<file path="src/rtl/pcbrl_pkg.sv">
// shared types and constants of the per-class burst rate limiter
`timescale 1ns / 1ps
`default_nettype none
package pcbrl_pkg;

  // field widths of one transfer
  localparam int OP_W     = 2;
  localparam int CLASS_W  = 5;
  localparam int TICK_W   = 32;
  localparam int WIN_W    = 16;
  localparam int CNT_W    = 8;
  localparam int IN_DATA_W  = 64;
  localparam int OUT_DATA_W = 8;

  // default table size
  localparam int NUM_CLASSES_DEF = 17;

  // operation codes carried in tuser; the unused code behaves as a check
  typedef enum logic [OP_W-1:0] {
    OP_CONFIG = 2'd0,
    OP_CHECK  = 2'd1,
    OP_TAKE   = 2'd2
  } op_t;

  // controller states
  typedef enum logic {
    S_IDLE = 1'b0,
    S_EXEC = 1'b1
  } state_t;

  // one table entry
  typedef struct packed {
    logic [TICK_W-1:0] start;
    logic [CNT_W-1:0]  count;
    logic [WIN_W-1:0]  length;
    logic [CNT_W-1:0]  limit;
  } entry_t;

  // value of an entry that was never written
  localparam entry_t ENTRY_RESET = '{start: '0, count: '0, length: '0, limit: CNT_W'(1)};

  // controller to datapath
  typedef struct packed {
    logic accept;   // latch item, issue table read
    logic exec;     // evaluate, write back, load result
  } ctrl_cmd_t;

  // datapath to controller
  typedef struct packed {
    logic out_free; // output register can take a result this cycle
  } dp_sts_t;

endpackage
`default_nettype wire

</file>
<file path="src/rtl/pcbrl_ram.sv">
// generic single-port-write, registered-read RAM
`timescale 1ns / 1ps
`default_nettype none
module pcbrl_ram #(
  parameter int WIDTH = 64,
  parameter int DEPTH = 17,
  parameter int ADDR_W = (DEPTH > 1) ? $clog2(DEPTH) : 1
) (
  input  wire logic              clk,
  input  wire logic              wr_en,
  input  wire logic [ADDR_W-1:0] wr_addr,
  input  wire logic [WIDTH-1:0]  wr_data,
  input  wire logic              rd_en,
  input  wire logic [ADDR_W-1:0] rd_addr,
  output      logic [WIDTH-1:0]  rd_data
);

  logic [WIDTH-1:0] mem_r [0:DEPTH-1];

  // write port
  always_ff @(posedge clk) begin
    if (wr_en) begin
      mem_r[wr_addr] <= wr_data;
    end
  end

  // registered read port
  always_ff @(posedge clk) begin
    if (rd_en) begin
      rd_data <= mem_r[rd_addr];
    end
  end

endmodule
`default_nettype wire

</file>
<file path="src/rtl/pcbrl_ctrl.sv">
// controller state machine: accept, then evaluate and write back
`timescale 1ns / 1ps
`default_nettype none
module pcbrl_ctrl (
  input  wire logic                  clk,
  input  wire logic                  rst_n,
  input  wire logic                  in_tvalid,
  output      logic                  in_tready,
  input  wire pcbrl_pkg::dp_sts_t    sts,
  output      pcbrl_pkg::ctrl_cmd_t  cmd
);
  import pcbrl_pkg::*;

  state_t state_r, state_nxt;

  // state register
  always_ff @(posedge clk) begin
    if (!rst_n) begin
      state_r <= S_IDLE;
    end else begin
      state_r <= state_nxt;
    end
  end

  // next state
  always_comb begin
    state_nxt = state_r;
    unique case (state_r)
      S_IDLE: begin
        if (in_tvalid) state_nxt = S_EXEC;
      end
      S_EXEC: begin
        if (sts.out_free) state_nxt = S_IDLE;
      end
      default: state_nxt = S_IDLE;
    endcase
  end

  // outputs
  always_comb begin
    in_tready  = 1'b0;
    cmd.accept = 1'b0;
    cmd.exec   = 1'b0;
    unique case (state_r)
      S_IDLE: begin
        in_tready  = 1'b1;
        cmd.accept = in_tvalid;
      end
      S_EXEC: begin
        cmd.exec = sts.out_free;
      end
      default: ;
    endcase
  end

  // checks
  a_accept_then_exec: assert property (@(posedge clk) disable iff (!rst_n)
    cmd.accept |=> state_r == S_EXEC)
    else $error("accepted transfer did not move to evaluation");
  a_exec_needs_room: assert property (@(posedge clk) disable iff (!rst_n)
    cmd.exec |-> sts.out_free)
    else $error("evaluation while result register is blocked");
  a_no_overlap: assert property (@(posedge clk) disable iff (!rst_n)
    !(cmd.accept && cmd.exec))
    else $error("accept and evaluate in the same cycle");

endmodule
`default_nettype wire

</file>
<file path="src/rtl/pcbrl_dp.sv">
// datapath: item latch, class table, decision logic, result register
`timescale 1ns / 1ps
`default_nettype none
module pcbrl_dp #(
  parameter int NUM_CLASSES = pcbrl_pkg::NUM_CLASSES_DEF
) (
  input  wire logic                                clk,
  input  wire logic                                rst_n,
  input  wire pcbrl_pkg::ctrl_cmd_t                cmd,
  output      pcbrl_pkg::dp_sts_t                  sts,
  input  wire logic [pcbrl_pkg::IN_DATA_W-1:0]     in_tdata,
  input  wire logic [pcbrl_pkg::OP_W-1:0]          in_tuser,
  input  wire logic                                cfg_wr_en,
  input  wire logic                                cfg_wr_data,
  output      logic                                out_tvalid,
  input  wire logic                                out_tready,
  output      logic [pcbrl_pkg::OUT_DATA_W-1:0]    out_tdata
);
  import pcbrl_pkg::*;

  localparam int ADDR_W = (NUM_CLASSES > 1) ? $clog2(NUM_CLASSES) : 1;
  localparam logic [CLASS_W:0] CLS_LIMIT = (CLASS_W + 1)'(NUM_CLASSES);

  // incoming fields
  logic [CLASS_W-1:0] in_class;
  logic [ADDR_W-1:0]  in_addr;
  assign in_class = in_tdata[CLASS_W-1:0];
  assign in_addr  = in_class[ADDR_W-1:0];

  // latched item
  logic [OP_W-1:0]    op_r;
  logic [CLASS_W-1:0] class_r;
  logic [TICK_W-1:0]  now_r;
  logic [WIN_W-1:0]   win_r;
  logic [CNT_W-1:0]   lim_r;
  logic               hit_r;

  // configuration and table valid bits
  logic                   limiting_en_r;
  logic [NUM_CLASSES-1:0] valid_r;

  // result register
  logic out_valid_r, out_valid_nxt;
  logic allowed_r, invalid_r;

  // table port
  logic              ram_we;
  entry_t            ram_wdata;
  logic [$bits(entry_t)-1:0] ram_rdata;
  logic [ADDR_W-1:0] addr_r;

  // item latch on accept
  always_ff @(posedge clk) begin
    if (cmd.accept) begin
      op_r    <= in_tuser;
      class_r <= in_class;
      now_r   <= in_tdata[CLASS_W +: TICK_W];
      win_r   <= in_tdata[CLASS_W + TICK_W +: WIN_W];
      lim_r   <= in_tdata[CLASS_W + TICK_W + WIN_W +: CNT_W];
      addr_r  <= in_addr;
      hit_r   <= valid_r[in_addr];
    end
  end

  // configuration register
  always_ff @(posedge clk) begin
    if (!rst_n) begin
      limiting_en_r <= 1'b1;
    end else if (cfg_wr_en) begin
      limiting_en_r <= cfg_wr_data;
    end
  end

  // class table
  pcbrl_ram #(
    .WIDTH ($bits(entry_t)),
    .DEPTH (NUM_CLASSES),
    .ADDR_W(ADDR_W)
  ) u_table (
    .clk    (clk),
    .wr_en  (ram_we),
    .wr_addr(addr_r),
    .wr_data(ram_wdata),
    .rd_en  (cmd.accept),
    .rd_addr(in_addr),
    .rd_data(ram_rdata)
  );

  // decision and update
  entry_t            ent;
  logic              cls_ok;
  logic [TICK_W:0]   win_end;
  logic              dec_allowed;
  logic              dec_write;
  entry_t            dec_entry;
  logic              is_take;

  always_comb begin
    ent         = hit_r ? entry_t'(ram_rdata) : ENTRY_RESET;
    cls_ok      = {1'b0, class_r} < CLS_LIMIT;
    is_take     = op_r == OP_TAKE;
    win_end     = {1'b0, ent.start} + (TICK_W + 1)'(ent.length);
    dec_allowed = 1'b1;
    dec_write   = 1'b0;
    dec_entry   = ent;
    if (!cls_ok) begin
      dec_allowed = 1'b0;
    end else if (op_r == OP_CONFIG) begin
      dec_write        = 1'b1;
      dec_entry.start  = '0;
      dec_entry.count  = '0;
      dec_entry.length = win_r;
      dec_entry.limit  = lim_r;
    end else if (limiting_en_r && (ent.length != '0)) begin
      if (ent.start > now_r) begin
        // tick wrapped: restart the window empty
        dec_write       = is_take;
        dec_entry.start = now_r;
        dec_entry.count = '0;
      end else if (win_end > {1'b0, now_r}) begin
        // inside the window
        if (ent.count >= ent.limit) begin
          dec_allowed = 1'b0;
        end else if (ent.count != '1) begin
          dec_write       = is_take;
          dec_entry.count = ent.count + CNT_W'(1);
        end
      end else begin
        // window expired: open a new one holding this packet
        dec_write       = is_take;
        dec_entry.start = now_r;
        dec_entry.count = CNT_W'(1);
      end
    end
  end

  assign ram_we    = cmd.exec && dec_write;
  assign ram_wdata = dec_entry;

  // valid bits
  always_ff @(posedge clk) begin
    if (!rst_n) begin
      valid_r <= '0;
    end else if (ram_we) begin
      valid_r[addr_r] <= 1'b1;
    end
  end

  // result register
  always_comb begin
    out_valid_nxt = out_valid_r;
    if (cmd.exec) begin
      out_valid_nxt = 1'b1;
    end else if (out_tready) begin
      out_valid_nxt = 1'b0;
    end
  end

  always_ff @(posedge clk) begin
    if (!rst_n) begin
      out_valid_r <= 1'b0;
    end else begin
      out_valid_r <= out_valid_nxt;
    end
  end

  always_ff @(posedge clk) begin
    if (cmd.exec) begin
      allowed_r <= dec_allowed;
      invalid_r <= !cls_ok;
    end
  end

  assign sts.out_free = !out_valid_r || out_tready;
  assign out_tvalid   = out_valid_r;
  assign out_tdata    = {{(OUT_DATA_W - 2){1'b0}}, invalid_r, allowed_r};

  // checks
  a_exec_loads_result: assert property (@(posedge clk) disable iff (!rst_n)
    cmd.exec |=> out_valid_r)
    else $error("evaluation did not load the result register");
  a_invalid_denied: assert property (@(posedge clk) disable iff (!rst_n)
    out_valid_r |-> !(allowed_r && invalid_r))
    else $error("invalid class reported as allowed");
  a_write_valid_class: assert property (@(posedge clk) disable iff (!rst_n)
    ram_we |-> cls_ok)
    else $error("table write for a class outside the table");

endmodule
`default_nettype wire

</file>
<file path="src/rtl/per_class_burst_rate_limiter_unit.sv">
// top level of the per-class burst rate limiter
//
//  channel | direction | handshake              | payload
//  in_     | slave     | in_tvalid / in_tready  | tuser op, tdata class/tick/window/limit
//  out_    | master    | out_tvalid / out_tready| tdata allowed, class_invalid
//  cfg_    | write     | cfg_wr_en              | cfg_wr_data limiting_enabled
//
//  Each item passes through two steps: the registered table read, then evaluation and
//  write-back of the entry; a new item is accepted only after the last one is evaluated.
//  Reset is synchronous, active low; per-entry valid bits make the table read as its
//  reset contents at once, so there is no clearing pass.
//  A result waits in the output register while the next item is accepted and read;
//  evaluation stalls only while that register still holds an untaken result.
`timescale 1ns / 1ps
`default_nettype none
module per_class_burst_rate_limiter_unit #(
  parameter int NUM_CLASSES = pcbrl_pkg::NUM_CLASSES_DEF
) (
  input  wire logic                             clk,
  input  wire logic                             rst_n,
  input  wire logic                             in_tvalid,
  output      logic                             in_tready,
  // [4:0] packet_class, [36:5] now_tick, [52:37] window_ticks, [60:53] burst_limit, rest 0
  input  wire logic [pcbrl_pkg::IN_DATA_W-1:0]  in_tdata,
  // [1:0] op
  input  wire logic [pcbrl_pkg::OP_W-1:0]       in_tuser,
  output      logic                             out_tvalid,
  input  wire logic                             out_tready,
  // [0] allowed, [1] class_invalid, rest 0
  output      logic [pcbrl_pkg::OUT_DATA_W-1:0] out_tdata,
  input  wire logic                             cfg_wr_en,
  input  wire logic                             cfg_wr_data
);
  import pcbrl_pkg::*;

  ctrl_cmd_t cmd;
  dp_sts_t   sts;

  // controller
  pcbrl_ctrl u_ctrl (
    .clk      (clk),
    .rst_n    (rst_n),
    .in_tvalid(in_tvalid),
    .in_tready(in_tready),
    .sts      (sts),
    .cmd      (cmd)
  );

  // datapath
  pcbrl_dp #(
    .NUM_CLASSES(NUM_CLASSES)
  ) u_dp (
    .clk        (clk),
    .rst_n      (rst_n),
    .cmd        (cmd),
    .sts        (sts),
    .in_tdata   (in_tdata),
    .in_tuser   (in_tuser),
    .cfg_wr_en  (cfg_wr_en),
    .cfg_wr_data(cfg_wr_data),
    .out_tvalid (out_tvalid),
    .out_tready (out_tready),
    .out_tdata  (out_tdata)
  );

endmodule
`default_nettype wire

</file>
<file path="config.mk">
export PLATFORM = sky130hd
export DESIGN_NAME = per_class_burst_rate_limiter_unit
export DESIGN_NICKNAME = d
export VERILOG_FILES = /design/src/rtl/pcbrl_pkg.sv /design/src/rtl/pcbrl_ram.sv /design/src/rtl/pcbrl_ctrl.sv /design/src/rtl/pcbrl_dp.sv /design/src/rtl/per_class_burst_rate_limiter_unit.sv
export SDC_FILE = /design/constraint.sdc
export NUM_CORES = 1
export LEC_CHECK = 0
export BUFFER_PORTS_ARGS = -buffer_cell sky130_fd_sc_hd__clkbuf_2
export CAP_MARGIN = 5
export CELL_PAD_IN_SITES_DETAIL_PLACEMENT = 1
export CELL_PAD_IN_SITES_GLOBAL_PLACEMENT = 1
export CORE_MARGIN = 8
export CORE_UTILIZATION = 40
export DETAILED_ROUTE_END_ITERATION = 8
export GPL_TIMING_DRIVEN = 0
export PLACE_DENSITY = 0.73
export SLEW_MARGIN = 20
export SYNTH_ARGS = -nofsm -noshare
export SYNTH_HDL_FRONTEND = slang
export SYNTH_SLANG_ARGS = --single-unit
</file>
<file path="constraint.sdc">
create_clock -name clk -period 11 [get_ports clk]
set_clock_uncertainty 0.05 [all_clocks]
set_input_delay 0.55 -clock clk [delete_from_list [all_inputs] [get_ports clk]]
set_output_delay 0.55 -clock clk [all_outputs]
set_load 0.005 [all_outputs]
</file>
======== Word level (Yosys, flattened, before mapping) ========
Memory sizes are Yosys's and may differ from the RTL's. A register that Yosys moved wholly into a read port is not among the register bits.
Cells that the tools add are included.
word-level totals
  register bits ........................... 86
  bits in writable memories ............... 1,088
  bits of input ports ..................... 72
  output and inout port bits .............. 10
  logic and storage cells ................. 71
  memories ................................ 1
memory list
  name                depth  bits a word  rd ports  clocked after memory_dff  wr ports  line             RTL
  u_dp.u_table.mem_r  17     64           1         1                         1         pcbrl_ram.sv:18  logic [WIDTH-1:0] mem_r [0:DEPTH-1];
operators by class
  add/sub/neg operators ................... 2
  $lt $le $gt $ge ......................... 7
  equality and inequality tests ........... 2
  muxes and demuxes ....................... 36
  bitwise gates (word level) .............. 2
  reduce and logical (&&, ||, !) cells .... 9
operator list
  cell                 count
  $mux 64              2
  $mux 40              3
  $add 32x16->33       1
  $gt 33x32->1         1
  $gt 32x32->1         1
  $mux 32              1
  $mux 24              1
  $mux 8               3
  $mux 1               23
  $or 17x17->17        1
  $reduce_bool 16->1   1
  $lt 5x6->1 const B   2
  $add 8x1->8 const B  1
  $ge 8x8->1           1
  $ne 8x8->1 const B   1
  $bmux 1 s5           1
  $demux 1 s5          1
  $ge 5x1->1 const B   1
  $lt 5x5->1 const B   1
  $logic_and 1x1->1    3
  $eq 2x2->1 const B   1
  $logic_not 1->1      2
  $logic_not 2->1      1
  $pmux 1 s2           1
  3 further kinds      3

======== Depth between registers and ports, before layout ========
Gate-level depths: netlist of the first run.
  depth in word-level cells ............... 12
  mapped depth ............................ 30
  mapped depth without buffers ............ 23

======== Modules after synthesis ========
A second synthesis of the first run with hierarchy kept.
second synthesis, totals
  cell total of the unflattened synthesis .. 2,615
  area, all modules ....................... 50,886.3 µm²
modules (own cells, without submodules)
  module      instances  cells an instance  area each (µm²)
  pcbrl_ram   1          1,797              43,674.4
  pcbrl_dp    1          812                7,161.9
  pcbrl_ctrl  1          6                  50.0

======== Worst setup path after synthesis of the first run ========
No wires, ideal clock.
  path type ............................... register to register
  start ................................... register u_dp.hit_r
  end ..................................... memory u_dp.u_table.mem_r[16][0] (enable)
  arrival ................................. 9.986 ns
  required time ........................... 10.383 ns
  slack ................................... 0.397 ns
  stages on the path, launching flop included .. 30
  cells stage by stage .................... edfxtp_1 > buf_4 > buf_4 > buf_4 > clkbuf_1 > clkbuf_1 > clkbuf_1 > nand2_1 > inv_1 > ha_1 > inv_1 > fa_1 > o311a_1 > o211ai_1 > a21oi_1 > nand3b_1 > a21oi_1 > nand3_1 > nor2_1 > xnor2_1 > ha_1 > a2111oi_0 > o21ai_0 > a221o_1 > nor2_1 > a31oi_1 > a21o_1 > and3_1 > buf_2 > nor3_1
between the ends
  word-level cells in the longest chain between the ends .. 12
  elaborated cells on any way between the ends .. 18
RTL lines
  what                                                                    line             RTL
  start: declaration                                                      pcbrl_dp.sv:36   logic hit_r;
  start signal: assignment                                                pcbrl_dp.sv:61   hit_r <= valid_r[in_addr];
  $mux 64 *                                                               pcbrl_dp.sv:99   ent = hit_r ? entry_t'(ram_rdata) : ENTRY_RESET;
  parallel branches: the longest is 5 deep, another holds $add 32x16->33  -
  $mux 1 *                                                                pcbrl_dp.sv:114  end else if (limiting_en_r && (ent.length != '0)) begin
  $mux 1 *                                                                pcbrl_dp.sv:108  end else if (op_r == OP_CONFIG) begin
  $mux 1 *                                                                pcbrl_dp.sv:106  if (!cls_ok) begin
  $logic_and 1x1->1 *                                                     pcbrl_dp.sv:137  assign ram_we = cmd.exec && dec_write;
  $mux 1 *                                                                pcbrl_ram.sv:22  if (wr_en) begin
  $mux 1 (implied by the code) *                                          pcbrl_ram.sv:23  mem_r[wr_addr] <= wr_data;
  end: declaration                                                        pcbrl_ram.sv:18
Every way passes the cells marked *.

======== Worst setup path in the final report of the first run ========
  start ................................... register u_dp.hit_r
  end ..................................... memory u_dp.u_table.mem_r[12][46] (enable)
Same word-level chain as after synthesis.

==> results.md, run 1 <==
* IO Port Bufs at 71
* Hpwl dp at 98400 microns
* Vias in the first global route at ~29000
* Core area at 125000 sq um
* Slew of the pin with the lowest slew margin at between 1 and 1.5 ns
* Fraction of layout cells with a size suffix above 1 at about 30%
* R2R depth at 31
* Placed cells at 4333
* Crit path time final at between 10 and 15 ns
* Final setup viols at 0
* Worst Setup SP: u_dp.hit_r
* Crit path launch type: flip-flop
* Clock sinks at around 1200
* Clock Path Buffers at 3
* RR Startpoint: u_dp.hit_r
* Cell area power density at 169 nW/um^2
* P_leak at approximately 0.020 uW
* Drt first-iter violations at 3544
* Area delta synth->final at 17.8%
* Crit Path Class: reg2reg
* Reg2Reg Capture Point: u_dp.u_table.mem_r[12][46]
* FF-to-FF setup slack at 0.46 ns
* Synth Register Bits at approximately 1200
* Status: complete, no violations
* DR DRC count at 0
* Final worst-path cycle share at approximately 96%
* Chip height at ~370 microns
* Worst vdd ir at approximately 140 uV
* Cell Rows at between 100 and 150
* Cell variety after synth at slightly above 80
* CP required at ~11 ns
* CP max FO at 19
* CP peak stage delay at 0.79 ns
* DRT Wirelength at 145000 microns
* IO Count at 82
* EDFF count, synth at 1218
* Max_slew headroom at a little over a fifth
* Final std cells w/o fill at ~4600
* Worst setup margin at 0.463 ns
* Global router's overall resource usage at between 20% and 30%
* TritonCTS clock tree: built
* Mapped Area at between 50000 and 60000 sq um
* GR Overflow Total at 0
* Max-slew violations at 0
* ANT nets after route at 0
* Largest net degree at the start of global routing at 26
* Placed instance area at ~55000 sq um
* Insertion delay to the later sink of the worst-skew pair at 0.73 ns
* DR WL/cell at between 30 and 40 microns
* FFs w/ async S/R, synth at 0%
* Max capacitance violation total at 0
* Crit path DAT at roughly 11 ns
* Starting density of the core at between 40% and 50%
* Die Width at ~370 microns
* 1st-pass router iterations at 5
* Final core occ at 47.4%
* Unrepaired setup endpoints after global routing: no
* Total die area at between 100000 and 150000 sq um
* Gp weighted congestion at about 0.86
* Critical Path End: u_dp.u_table.mem_r[12][46]
* Crit-path slowest cell: clkdlybuf4s15_1
* Endpoints failing hold at 0
* Ys flop type: edfxtp_1
* Post-synthesis sequential area ratio at ~73%
* Num CTS Buffers at around 120
* H-tree depth at 3
* Synthesized area per cell at 20.4 sq um
* Root Buffer: clkbuf_16
* Setup WS pre-CTS at -0.113 ns
* Most used cell, CP: buf_4
* HP Class: in2reg
* DR vias/cell at approximately 5.9
* Total Negative Setup Slacks at 0 ns
* Design Area, Final at just under 60000 sq um
* Yosys Warn Count at 0
* Fillers at around 12000
* Crit path capture type: flip-flop
* Vias at around 27000
* Cells after Synth at 2475
* Final nets at 3010
* Initial antenna violation count at 10
* Clock-pin slew on the worst setup and hold paths at around 0.070 ns
* First-pass GRT wire length at ~210000 microns
* Max Fclk at between 90 and 100 MHz
per-stage QoR:
stage | total power [uW] | hold slack, ns
2_1_floorplan | 5830 | 0.385
3_3_place_gp | 6050 | 0.392
3_5_place_dp | 6100 | 0.407
4_1_cts | 10000 | 0.00973
5_1_grt | 10200 | 0.0281
6_report | 10000 | 0.0578
routing by layer:
layer,vias to the layer above,GRT usage [%],wire length [microns]
li1,11000,-,-
met1,14600,28.1,57500
met2,1471,34.1,69600
met3,306,4.33,13100
met4,0,5.93,4500
met5,-,0,0
repair_timing:
item,CTS,global route
pin swaps,0,0
hold buffers,56,0
gates cloned,0,0
buffers inserted,0,0
gates resized for setup,1,2
endpoints found under the setup margin,17,430
hold endpoints to repair,55,0
how the worst min path moves through the flow:
stage,startpoint,end,cells after the start
CTS,in_tdata[1],u_dp.class_r[1],1
global placement,u_dp.valid_r[10],u_dp.valid_r[10],1
floorplan,u_dp.valid_r[10],u_dp.valid_r[10],1
finish,in_tvalid,u_ctrl.state_r,3
global route,in_tdata[0],u_dp.class_r[0],1
detailed placement,u_dp.valid_r[13],u_dp.valid_r[13],1
Yosys cell counts (3+ instances only):
library cell	instances	share of area [%]
xor2_1	7	0.12
a41oi_1	5	0.087
o21bai_1	3	0.045
dfxtp_1	20	0.79
a21o_1	10	0.15
a31oi_1	5	0.062
and4_1	3	0.052
maj3_1	3	0.060
buf_1	29	0.22
nor4_1	14	0.17
inv_1	73	0.54
nor3_1	5	0.050
o21a_1	21	0.31
ha_1	77	1.9
a211oi_1	6	0.089
a31o_2	3	0.052
and3_1	13	0.16
o31ai_1	4	0.060
a21oi_1	33	0.33
nor2b_1	13	0.16
clkbuf_1	73	0.54
nor4_2	7	0.17
mux2_2	74	1.7
edfxtp_1	1218	73
nand2b_1	8	0.099
xnor2_1	26	0.45
buf_4	16	0.24
and2_1	24	0.30
or2_2	3	0.037
o211ai_1	6	0.089
nand4_1	24	0.30
o221ai_1	5	0.087
a22o_1	8	0.14
buf_2	9	0.089
mux4_2	325	15
nor2_1	51	0.38
nand2_1	115	0.86
o21ai_0	36	0.36
nand3_1	26	0.26
o2bb2ai_1	24	0.42
layout by cell type, fill, tap and decap left out, types with 16 or more instances in the layout:
master	Yosys	layout
nor2_1	51	43
buf_12	0	21
o2bb2ai_2	0	21
clkbuf_1	73	77
a21oi_1	33	33
buf_4	16	52
nand4_1	24	24
xnor2_1	26	26
buf_6	2	51
buf_16	0	18
ha_1	77	77
clkbuf_2	2	98
buf_2	9	16
edfxtp_1	1218	1218
nand3_1	26	26
nand2_1	115	115
mux4_2	325	325
clkbuf_16	0	117
o21ai_0	36	20
inv_1	73	73
clkinv_1	0	30
mux2_2	74	74
clkinv_2	0	19
o21a_1	21	21
dlygate4sd3_1	0	56
and2_1	24	24
dfxtp_1	20	20
report_power, final:
part           switching [uW]  internal, uW  total, uW
clock                    1760          2210       3970
sequential               35.4          5280       5320
combinational             445           267        712
total                    2240          7760      10000
area by class of cell:
cell class	count	area [sq um]	share of cell area, %
well taps	1650	2060	3.48
clock buffers	140	3010	5.08
flip-flops and latches	1238	37000	62.3
multi-input cells	1038	12900	21.7
diodes	5	12.5	0.0211
repair buffers	262	2800	4.72
plain buffers	130	622	1.05
inverters	73	274	0.462
clock inverters	75	711	1.20
critical path, delay by kind of cell (launching register included):
kind / cells / cell delay, ns
simple gates: 4 / 1.50
fa+ha+maj: 2 / 0.35
compound gates: 14 / 4.17
flops: 1 / 0.44
buf+inv: 11 / 3.64
flip-flops by register name, summed over array words and instances (netlist names), 2 cells and up:
register / count
u_dp.lim_r: 8
u_dp.u_table.mem_r: 1088
u_dp.win_r: 16
u_dp.op_r: 2
u_dp.valid_r: 17
u_dp.class_r: 5
u_dp.u_table.rd_data: 64
u_dp.now_r: 32
cell families (layout without fill, tap and decap cells):
logic type	Yosys count	count (layout)	synth area share [%]
DFF	1238	1238	73.4
muxes	400	400	16.2
and+or+nand+nor	317	317	3.24
buffers and inverters	204	680	1.70
AOI/OAI and AO/OA	201	201	2.87
adders and majority gates	81	81	2.01
xor gates and xnor gates	33	33	0.574
other	1	11	0.00744
Note: power is estimated with default switching activity, not from simulation.
==> run 2, diff against run 1 <==
--- a/config.mk
+++ b/config.mk
@@ -5,6 +5,7 @@
 export SDC_FILE = /design/constraint.sdc
 export NUM_CORES = 1
 export LEC_CHECK = 0
+export ABC_AREA = 1
 export BUFFER_PORTS_ARGS = -buffer_cell sky130_fd_sc_hd__clkbuf_2
 export CAP_MARGIN = 5
 export CELL_PAD_IN_SITES_DETAIL_PLACEMENT = 1
@@ -13,7 +14,8 @@
 export CORE_UTILIZATION = 40
 export DETAILED_ROUTE_END_ITERATION = 8
 export GPL_TIMING_DRIVEN = 0
-export PLACE_DENSITY = 0.73
+export HOLD_SLACK_MARGIN = 0.05
+export PLACE_DENSITY = 0.76
 export SLEW_MARGIN = 20
 export SYNTH_ARGS = -nofsm -noshare
 export SYNTH_HDL_FRONTEND = slang
==> run 2 against run 1 <==
Effect of this change:
- total power increased by 7.0%
- flip-flop and latch count unchanged
- critical path depth increased by 2
- synthesized area increased by 1.9%
- fmax increased by 6.7%
- die area increased by 1.8%
- core utilization decreased by 0.67 points
- combinational power increased by 43%
- wire length increased by 38%
- synthesized cell count increased by 64%
- highest routed layer is now met5
==> results.md, run 2 <==
* Status: complete, no violations
* Final std cells w/o fill at between 6000 and 7000
* Final worst-path cycle share at between 80 and 90%
* Clock sinks at 1238
* First-pass GRT wire length at around 280000 microns
* Simple-gate share of the synthesized area at 8.93%
* Area share of fa/ha/maj cells after synthesis at between 1.5 and 2%
* Crit path capture type: flip-flop
* Num CTS Buffers at 130
* Tot Pwr at 10700 uW
* Total Negative Setup Slacks at 0 ns
* Vias in the first global route at ~40000
* Sequential share of power at about half
* DR DRC count at 0
* XOR/XNOR Fraction of Synth Area at less than 1%
* Area delta synth->final at 16.0%
* Placed cells at ~5800
* Crit path buffers/inverters at 13
* Die Width at 374 microns
* CP max FO at 39
* GR Overflow Total at 0
* Vias at approximately 39000
* DR vias/cell at roughly 6.3
* Max capacitance violation total at 0
* Hpwl dp at 129000 microns
* IO Port Bufs at 72
* Synthesized area per cell at around 13 sq um
* Clk pwr share at just over 40%
* IO Count at a little over 80
* Largest net degree at the start of global routing at 51
* Met2 wire len at between 80000 and 90000 microns
* Largest delay contributor family on the critical path: buffers and inverters
* Drt first-iter violations at approximately 5500
* HP Class: in2reg
* Initial antenna violation count at 5
* Mapped Area at just over 50000 sq um
* Core area at approximately 130000 sq um
* Compound-Gate Fraction of Synth Area at 12.9%
* Setup WS pre-CTS at 1.72 ns
* Dominant cell type by area after synthesis: edfxtp_1
* Total die area at ~140000 sq um
* Met3 wire length at 23600 microns
* Max Fclk at about 100 MHz
* Biggest regs: u_dp.u_table.mem_r: 1088 flops, u_dp.u_table.rd_data: 64 flops, u_dp.now_r: 32 flops
* Switching Share at about a quarter
* Global router's overall resource usage at 27.3%
* Top routing layer used: met5
* WL met1 at 75000 microns
* Endpoints failing hold at 0
* Worst vdd ir at 154 uV
* Starting density of the core at 40.3%
* Post-synth top area share at 71.2%
* R2R depth at 33
* Max-slew violations at 0
* DRT Wirelength at between 150000 and 200000 microns
* FF-to-FF setup slack at roughly 1.1 ns
* Max reg flops at around 1100
* DR WL/cell at 32.4 microns
* Synth area leaders: edfxtp_1, o21ai_0, nor2_1
* P_leak at a little over 0.02 uW
* Power Internal at between 7000 and 8000 uW
* Commonest non-fill, non-tap cell in the layout: edfxtp_1
* CP peak stage delay at 1.00 ns
* Critical path depth in cells at 33
* Cells after Synth at slightly above 4000
* ANT nets after route at 0
* Cell Rows at between 100 and 150
* Crit Path Class: reg2reg
* Post-synth top cells: edfxtp_1, nor2_1, o21ai_0
* FFs w/ async S/R, synth at 0%
* Final nets at ~4500
* Count leader, synth: edfxtp_1
* Unrepaired setup endpoints after global routing: no
* Ys flop type: edfxtp_1
* Slew of the pin with the lowest slew margin at roughly 1.3 ns
* Synth Register Bits at approximately 1200
* Worst Hold Path Cells at 3
* Clock-pin slew on the worst setup and hold paths at 0.07 ns
* Post-synthesis mux area share at less than 1%
* Most frequent cells in the layout: edfxtp_1, nor2_1, o21ai_0, clkbuf_1, o221ai_1
* Crit-path slowest cell: nor4b_1
* Post-synthesis sequential area ratio at between 70 and 80%
* Final setup viols at 0
* Crit path time final at 9.87 ns
* Crit path DAT at ~10 ns
* 1st-pass router iterations at 5
* Post-CTS setup buffer count at 0
* TritonCTS clock tree: built
* P_sw at roughly 2700 uW
* Largest family of logic cells by synthesized area: compound AO/OA/AOI/OAI gates
* Reg with most FFs: u_dp.u_table.mem_r
* Fraction of layout cells with a size suffix above 1 at about a tenth
* Cell variety after synth at 55
* Crit path launch type: flip-flop
* EDFF count, synth at around 1200
* Chip height at between 300 and 400 microns
* Yosys Warn Count at 0
* Insertion delay to the later sink of the worst-skew pair at 0.78 ns
* Clock Path Buffers at 3
* Max_slew headroom at 15.7%
* Gp weighted congestion at 0.948
* Cell area power density at approximately 180 nW/um^2
* Worst setup margin at 1.13 ns
* Comb pwr share at about a tenth
* CP required at 11.39 ns
* H-tree depth at 4
* Root Buffer: clkbuf_16
-- run 2: tightest hold or removal path, delay by kind of cell --
kind | cells | cell delay [ns]
buffers and inverters | 2 | 0.19
AOI/OAI and AO/OA | 1 | 0.10
-- run 2: cell type report --
cell class | count | area [sq um]
Tap cell | 1662 | 2080
Timing Repair Buffer | 183 | 1780
Clock inverter | 71 | 608
Inverter | 199 | 830
Buffer | 265 | 1130
Fill cell | 13100 | 68000
Sequential cell | 1238 | 37000
Multi-Input combinational cell | 2362 | 12700
Clock buffer | 159 | 3420
Antenna cell | 8 | 20.0
-- run 2: stage by stage --
step	utilization (%)	cell area (sq um)	hold WS (ns)
floorplan	-	51400	0.377
global placement	42.2	53800	0.385
detailed placement	42.9	54800	0.397
CTS	46.6	59400	0.0676
global route	46.7	59500	0.0923
finish	46.7	59600	0.0862
-- run 2: logic make-up after synthesis --
| kind of cell | count (synthesis) |
|---|---|
| AO/OA/AOI/OAI | 1121 |
| XOR/XNOR | 35 |
| adder cells (fa/ha/maj) | 78 |
| buffers and inverters | 464 |
| flip-flops | 1238 |
| multiplexers | 1 |
| other | 1 |
| AND/OR/NAND/NOR | 1121 |
-- run 2: worst paths after layout --
path                                  startpoint                         end
worst max-delay path                  u_dp.hit_r  u_dp.u_table.mem_r[16][37]
worst min-delay path                   in_tvalid              u_ctrl.state_r
worst max register to register        u_dp.hit_r  u_dp.u_table.mem_r[16][37]
worst min register to register  u_dp.valid_r[11]            u_dp.valid_r[11]
-- run 2: power groups by stage --
stage / clock [uW] / sequential, uW / combinational, uW
2_1_floorplan: 0 / 5440 / 506
3_3_place_gp: 0 / 5480 / 871
3_5_place_dp: 0 / 5460 / 947
4_1_cts: 4310 / 5360 / 977
5_1_grt: 4490 / 5360 / 1070
6_report: 4320 / 5360 / 1020
-- run 2: repair_timing --
| item | 4_1_cts | 5_1_grt |
|---|---|---|
| hold endpoints to repair | 64 | 0 |
| hold buffers | 65 | 0 |
| resized for setup | 0 | 0 |
-- run 2: routing by layer --
layer  up-vias  global-route usage [%]
met3       581                    7.63
met5         -                       0
met1     19600                    35.4
met4         4                    13.9
li1      15700                       -
met2      2670                    42.2
